<file path="src/hdl/assert_macros.svh">
// Assertion helpers shared by the filter modules.
// Both macros expect a clock named clk and an active-low reset named arst_n in scope.
`ifndef ASSERT_MACROS_SVH
`define ASSERT_MACROS_SVH

// Checks a property at every rising clock edge outside reset.
`define ASSERT_CLK(label, prop, msg) \
	label: assert property (@(posedge clk) disable iff (!arst_n) prop) \
		else $error(msg);

// Checks that a condition never holds at a rising clock edge outside reset.
`define ASSERT_NEVER(label, cond, msg) \
	label: assert property (@(posedge clk) disable iff (!arst_n) !(cond)) \
		else $error(msg);

`endif

</file>
<file path="src/hdl/fnf_pkg.sv">
package fnf_pkg;

	localparam int PIX_W       = 32;
	localparam int POS_W       = 10;
	localparam int IN_TDATA_W  = 32;
	localparam int OUT_TDATA_W = 56;
	localparam int CFG_DIM_W   = 11;
	localparam int CFG_IDX_W   = 2;
	localparam int N_RES       = 3;
	localparam int N_CAND      = 4;
	localparam int ENT_W       = 2 * PIX_W;

	localparam logic [CFG_IDX_W-1:0] REG_FRAME_ROWS = 2'd0;
	localparam logic [CFG_IDX_W-1:0] REG_FRAME_COLS = 2'd1;

	localparam logic [CFG_DIM_W-1:0] DIM_RESET = 11'd4;

	typedef logic signed [PIX_W-1:0] pix_t;

	localparam pix_t NO_NBR = 32'sh8000_0000;

	typedef struct packed {
		logic [POS_W-1:0] row;
		logic [POS_W-1:0] col;
	} pos_t;

	// One line-store entry: the previous row and the row before it, same column.
	typedef struct packed {
		pix_t up1;
		pix_t up2;
	} ent_t;

	typedef pix_t [N_CAND-1:0] cand_t;
	typedef cand_t [N_RES-1:0] cand_set_t;

	typedef struct packed {
		logic [N_RES-1:0] mask;
		pos_t [N_RES-1:0] pos;
	} tag_t;

	function automatic pix_t smax(pix_t a, pix_t b);
		return ($signed(a) > $signed(b)) ? a : b;
	endfunction

	// Last valid index of a dimension: zero acts as one, oversized acts as the maximum.
	function automatic int unsigned dim_last(logic [CFG_DIM_W-1:0] v, int unsigned maxv);
		int unsigned d;
		d = 32'(v);
		if (d == 0) begin
			d = 1;
		end else if (d > maxv) begin
			d = maxv;
		end
		return d - 1;
	endfunction

endpackage

</file>
<file path="src/hdl/fnf_max_pipe.sv">
`include "assert_macros.svh"

module fnf_max_pipe (
	input  logic                              clk,
	input  logic                              arst_n,
	input  logic                              in_valid,
	output logic                              in_ready,
	input  fnf_pkg::tag_t                     in_tag,
	input  fnf_pkg::cand_set_t                in_cand,
	output logic                              m_tvalid,
	input  logic                              m_tready,
	output logic [fnf_pkg::OUT_TDATA_W-1:0]   m_tdata,
	output logic                              m_tlast
);

	logic [fnf_pkg::N_RES-1:0] s1_mask, s2_mask, s3_mask;
	fnf_pkg::pos_t [fnf_pkg::N_RES-1:0] s1_pos, s2_pos, s3_pos;
	fnf_pkg::cand_set_t s1_cand;
	fnf_pkg::pix_t [fnf_pkg::N_RES-1:0][1:0] s2_pair;
	fnf_pkg::pix_t [fnf_pkg::N_RES-1:0] s3_max;

	logic ld1, ld2, ld3, pop;
	logic [1:0] sel;
	logic [fnf_pkg::N_RES-1:0] s3_rest;

	assign pop     = m_tvalid && m_tready;
	assign s3_rest = s3_mask & (s3_mask - 3'd1);
	assign ld3     = (s3_mask == '0) || (pop && (s3_rest == '0));
	assign ld2     = (s2_mask == '0) || ld3;
	assign ld1     = (s1_mask == '0) || ld2;
	assign in_ready = ld1;

	always_ff @(posedge clk or negedge arst_n) begin
		if (!arst_n) begin
			s1_mask <= '0;
			s2_mask <= '0;
			s3_mask <= '0;
		end else begin
			if (ld1) begin
				s1_mask <= in_valid ? in_tag.mask : '0;
			end
			if (ld2) begin
				s2_mask <= s1_mask;
			end
			if (ld3) begin
				s3_mask <= s2_mask;
			end else if (pop) begin
				s3_mask <= s3_rest;
			end
		end
	end

	always_ff @(posedge clk) begin
		if (ld1) begin
			s1_pos  <= in_tag.pos;
			s1_cand <= in_cand;
		end
		if (ld2) begin
			s2_pos <= s1_pos;
			for (int k = 0; k < fnf_pkg::N_RES; k++) begin
				s2_pair[k][0] <= fnf_pkg::smax(s1_cand[k][0], s1_cand[k][1]);
				s2_pair[k][1] <= fnf_pkg::smax(s1_cand[k][2], s1_cand[k][3]);
			end
		end
		if (ld3) begin
			s3_pos <= s2_pos;
			for (int k = 0; k < fnf_pkg::N_RES; k++) begin
				s3_max[k] <= fnf_pkg::smax(s2_pair[k][0], s2_pair[k][1]);
			end
		end
	end

	always_comb begin
		if (s3_mask[0]) begin
			sel = 2'd0;
		end else if (s3_mask[1]) begin
			sel = 2'd1;
		end else begin
			sel = 2'd2;
		end
	end

	assign m_tvalid = (s3_mask != '0);
	assign m_tdata  = {4'b0000, s3_max[sel], s3_pos[sel].col, s3_pos[sel].row};
	assign m_tlast  = m_tvalid && (sel == 2'd2);

	`ASSERT_NEVER(a_last_is_final, m_tlast && (s3_mask[1:0] != 2'b00), "frame end ahead of results")
	`ASSERT_CLK(a_no_new_bits, !ld3 |=> ((s3_mask & ~$past(s3_mask)) == 3'b000), "result appeared")
	`ASSERT_CLK(a_load_shows, (ld3 && (s2_mask != 3'b000)) |=> m_tvalid, "loaded result lost")

endmodule
</file>
<file path="config.mk">
export PLATFORM = sky130hd
export DESIGN_NAME = fnf_max_pipe
export DESIGN_NICKNAME = d
export VERILOG_FILES = /design/src/hdl/fnf_pkg.sv /design/src/hdl/fnf_max_pipe.sv
export VERILOG_INCLUDE_DIRS = /design/src /design/src/hdl
export SDC_FILE = /design/constraint.sdc
export NUM_CORES = 1
export LEC_CHECK = 0
export ABC_AREA = 1
export BUFFER_PORTS_ARGS = -buffer_cell sky130_fd_sc_hd__clkbuf_2
export CELL_PAD_IN_SITES_DETAIL_PLACEMENT = 1
export CELL_PAD_IN_SITES_GLOBAL_PLACEMENT = 1
export CORE_ASPECT_RATIO = 0.75
export CORE_MARGIN = 2
export CORE_UTILIZATION = 40
export CTS_BUF_LIST = sky130_fd_sc_hd__clkbuf_16
export CTS_CLUSTER_SIZE = 14
export DETAILED_ROUTE_END_ITERATION = 10
export GPL_TIMING_DRIVEN = 0
export PLACE_DENSITY_LB_ADDON = 0.05
export SLEW_MARGIN = 20
export SYNTH_ARGS = -nofsm -noshare
export SYNTH_HDL_FRONTEND = slang
export SYNTH_SLANG_ARGS = --single-unit
export TNS_END_PERCENT = 30
</file>
<file path="constraint.sdc">
create_clock -name clk -period 40.7 [get_ports clk]
set_input_delay 4.07 -clock clk [delete_from_list [all_inputs] [get_ports clk]]
set_output_delay 4.07 -clock clk [all_outputs]
set_load 0.05 [all_outputs]
</file>
After elaboration in Yosys (flattened, before gate mapping)
Index checks and enable logic that the tools add are counted.
{"block": "totals", "ff_bits": 861, "word_cells": 85}
{"block": "classes", "addsub": 1, "order_cmp": 10, "n_eq_ne": 1, "muxes": 18, "bitwise": 1, "reduce_logical": 12}
{"cell": "32-bit two-way mux", "count": 10}
{"cell": "32-bit greater-than comparator", "count": 9}
{"cell": "32-bit binary-select mux with 2-bit select", "count": 1}
{"cell": "20-bit binary-select mux with 2-bit select", "count": 1}
{"cell": "20-bit two-way mux", "count": 1}
{"cell": "3-bit zero test", "count": 4}
{"cell": "3-bit two-way mux", "count": 3}
{"cell": "2-bit two-way mux", "count": 2}
{"cell": "3-bit AND", "count": 1}
{"cell": "1-bit logical AND", "count": 3}
{"cell": "1-bit logical OR", "count": 3}
{"cell": "2-bit by 3-bit < comparator with 1-bit output (second input constant)", "count": 1}
{"cell": "3-bit nonzero test", "count": 1}
{"cell": "3-bit by 1-bit subtractor with 3-bit output (second input constant)", "count": 1}
{"cell": "2-bit == test (second input constant)", "count": 1}
{"cell": "2-bit nonzero test", "count": 1}

Logic depth before layout (Yosys ltp)
{"block": "depth", "word_depth": 7, "ltp_mapped": 18, "depth_no_buf": 17}

Worst setup path after synthesis
OpenSTA, ideal clock, no wires.
{"block": "synth_path", "path_kind": "flip-flop to output port", "start": "reg s1_mask[1] in the netlist's numbering", "end": "out in_ready", "arrival_ns": 33.870, "path_slack_ns": 2.760, "path_stages_with_launch": 2, "path_buffers": 0, "cell_sequence": "dfrtp_1 o31ai_1"}
{"block": "synth_between", "elab_chain_len": 2}
{"item": "from (decl)", "line_no": "fnf_max_pipe.sv:16", "source": "logic [fnf_pkg::N_RES-1:0] s1_mask, s2_mask, s3_mask;"}
{"item": "from (signal assigned)", "line_no": "fnf_max_pipe.sv:40", "source": "s1_mask <= in_valid ? in_tag.mask : '0;"}
{"item": "3-bit zero test", "line_no": "fnf_max_pipe.sv:30", "source": "assign ld1 = (s1_mask == '0) || ld2;"}
{"item": "1-bit logical OR", "line_no": "fnf_max_pipe.sv:30"}
{"item": "to (decl)", "line_no": "fnf_max_pipe.sv:7", "source": "output logic in_ready,"}
Every way passes these cells.

Worst setup path after layout
{"block": "layout_path", "start": "in m_tready", "end": "out in_ready"}
{"block": "layout_between", "elab_chain_len": 5}
{"item": "from (decl)", "line_no": "fnf_max_pipe.sv:11", "source": "input logic m_tready,"}
{"item": "1-bit logical AND", "line_no": "fnf_max_pipe.sv:26", "source": "assign pop = m_tvalid && m_tready;"}
{"item": "1-bit logical AND", "line_no": "fnf_max_pipe.sv:28", "source": "assign ld3 = (s3_mask == '0) || (pop && (s3_rest == '0));"}
{"item": "1-bit logical OR", "line_no": "fnf_max_pipe.sv:28"}
{"item": "via ld3", "line_no": "fnf_max_pipe.sv:22", "source": "logic ld1, ld2, ld3, pop;"}
{"item": "1-bit logical OR", "line_no": "fnf_max_pipe.sv:29", "source": "assign ld2 = (s2_mask == '0) || ld3;"}
{"item": "1-bit logical OR", "line_no": "fnf_max_pipe.sv:30"}
The timed path passes the listed nets, and every way through them passes these cells.

==> impl_results.md <==
- Status: completed
- Tightest Hold Check Type: flop to flop
- CP Data Arrival Time: roughly 6.3 ns
- Cells after Synth: 3417
- Max Slew Vio Count: 0
- Total Power: 4.75 mW
- # setup viols final: 0
- TritonRoute pass-1 iters: 5
- Hold depth: 0
- CP max FO: 18
- Nets: 4797
- Largest net degree at the start of global routing: 80
- Drt via density: ~4.9
- MaxCap Viol Count: 0
- Die Ht: 275 µm
- Avg WL per Cell: slightly above 20 µm
- Dpl ws: 30.30 ns
- CTS Buf Count: a little under 90
- Final hold violations: 0
- Layout cell share with drive strength beyond 1: 0.177
- Post-CTS Resized: 0
- GPL Wtd Cong: 0.839
- Final instance area: 0.0470 mm²
- Tcrit/Tclk final: 0.254
- H-tree depth: 3
- Crit path capture type: primary output
- R2R Path Start: s3_mask[0]
- First-pass GRT wire length: roughly 170000 µm
- R2R Setup Slk: 36.68 ns
- Filler cells: between 10000 and 15000
- Type of origin of the critical path: input pin
- Multi-input gate area: ~0.011 mm²
- Total number of vias: 26906
- Dpl cells: 5280
- Starting Density: 0.404
- Setup slack after layout: 30.34 ns
- Req. time, crit path: between 30 and 40 ns
- Top Ports: 510
- Drt initial violations: 1590
- Final wirelength: between 100000 and 150000 µm
- PwrDens: 101 mW/mm²
- Initial antenna violation count: 18
- Die Wd: 366 µm
- Core area: 0.0972 mm²
- Die footprint: 0.101 mm²
- YS warnings: 0
- Setup tns final: 0 ns
- Critical path type: input pin to primary output
- Reg-to-Reg End: s1_cand[290]
- TritonCTS clock tree: built
- CTS Buffer Depth: 3
- Reg2Reg Depth: 16
- # hold bufs at CTS: 0
- # Post-CTS Setup Buffers: 0
- Worst Skew: around 0.023 ns
- WHS: roughly 0.42 ns
- Synth Cell Area: 0.0393 mm²
- Register area share after synthesis: 0.657
- Synthesized area per cell: about 11 µm²
- Static Leak: 21.6 nW
- Clock net sink count: about 860
- Clk Latency, worst-skew pair: 0.68 ns
- DRC: 0
- Synth cell types: 33
- Peak VDD IR: 0.0743 mV
- Vias in the first global route: 27685
- Critical path destination: in_ready
- RSZ-0062 raised after global routing: false
- Post-synthesis register bit count: 861
- Detail Placement HPWL: 87000 µm
- Gr usage total: 0.220
- Cell Area, Placed: 0.0441 mm²
- GRT Residual Overflow: 0
- Non-filler cells in the finished layout: about 5500
- Slew Limit Headroom: 0.381
- Worst-Margin Slew: between 0.9 and 1 ns
- Fmax achieved: 96.6 MHz
- Final Critical Period: 10.36 ns
- ANT nets after route: 0
- Worst-path clk slew: about 0.060 ns
- CTS root buf: clkbuf_16
- Area Overhead vs Synth: 19.7%
- Util after Layout: 0.483
- Port bufs: about 500
- Register area: 0.0258 mm²
- Crit. Startpoint: m_tready
- Core Rows: 99
synth_stat cells:
cell / instances / share of area
or3_1: 1 / 0.00016
a31oi_2: 1 / 0.00032
o221ai_1: 2 / 0.00045
buf_4: 10 / 0.0019
nor3b_1: 2 / 0.00038
clkbuf_1: 84 / 0.0080
o21bai_1: 1 / 0.00019
a21oi_1: 122 / 0.016
o21ai_1: 2 / 0.00025
nand2_2: 2 / 0.00032
nand4_1: 309 / 0.049
edfxtp_1: 852 / 0.65
nor2_1: 90 / 0.0086
buf_8: 3 / 0.0011
a21o_1: 10 / 0.0019
nand3_2: 3 / 0.00076
dfrtp_1: 9 / 0.0057
and3_1: 1 / 0.00016
nand3_4: 1 / 0.00045
inv_2: 1 / 0.000095
conb_1: 1 / 0.000095
o22ai_1: 1 / 0.00016
ha_1: 288 / 0.092
o21ai_0: 21 / 0.0027
nor2_2: 1 / 0.00016
nand3_1: 80 / 0.010
o21a_1: 16 / 0.0031
inv_1: 383 / 0.037
nand2_1: 1083 / 0.10
buf_2: 32 / 0.0041
o31ai_1: 1 / 0.00019
nor3_1: 3 / 0.00038
clkinv_1: 1 / 0.000095
cell type report:
cell class	instances	share of cell area
diodes	8	0.000426
plain buffers	129	0.0127
clock buffers	89	0.0474
clock inverters	76	0.0137
inverters	385	0.0309
multi-input cells	2045	0.244
flip-flops and latches	861	0.549
well taps	1313	0.0349
repair buffers	547	0.0673
cell usage in the layout (no fill, tap or decap), types with 21 or more instances in the layout:
cell type  netlist  layout
inv_1          383     396
clkbuf_1        84      84
a21oi_1        122     122
nand2_1       1083    1083
nand3_1         80      80
edfxtp_1       852     852
nor2_1          90      89
o21ai_0         21      21
nand4_1        309     309
buf_2           32      32
clkinv_1         1      25
ha_1           288     288
buf_6            0      26
clkbuf_16        0      89
clkbuf_2         0     505
worst max-delay path, cell delays in order:
cell	delay, ns
clkbuf_2	0.12
nor2_1	0.19
nor2_4	0.16
buf_16	0.20
a31oi_2	0.50
o31ai_4	0.34
buf_6	0.27
buf_6	0.17
clkbuf_2	0.24
where the power goes:
group,switching [mW],internal [mW]
clock network,0.358,0.452
logic,1.48,0.621
registers,0.224,1.62
total,2.06,2.69
layer usage:
layer  routed length (µm)  track usage
met1                53800        0.314
met2                49700        0.339
met3                 5840       0.0475
met4                 2340       0.0581
met5                   79            0
registers in the layout, summed over array words and instances (netlist names):
register  cells
s1_cand     384
s2_pair     192
s3_max       96
s1_pos       60
s2_pos       60
s3_pos       60
s1_mask       3
s2_mask       3
s3_mask       3
cell families (layout without fill, tap and decap cells):
family	count (synthesis)	in the layout	synth area share
compound gates	177	177	0.0248
fa+ha+maj	288	288	0.0917
buf+inv	514	1226	0.0520
flops	861	861	0.657
other cells	1	12	0.0000955
simple gates	1576	1576	0.174
worst min path at each step:
stage                           from         end  slack, ns
after floorplan            s1_pos[0]   s2_pos[0]       0.40
after global placement    s1_pos[52]  s2_pos[52]       0.40
after detailed placement  s2_pos[50]  s3_pos[50]       0.41
after CTS                 s2_pos[23]  s3_pos[23]       0.42
after global routing       s2_pos[6]   s3_pos[6]       0.42
final                      s2_pos[5]   s3_pos[5]       0.42
No activity file was read; power rests on OpenSTA's default activity.
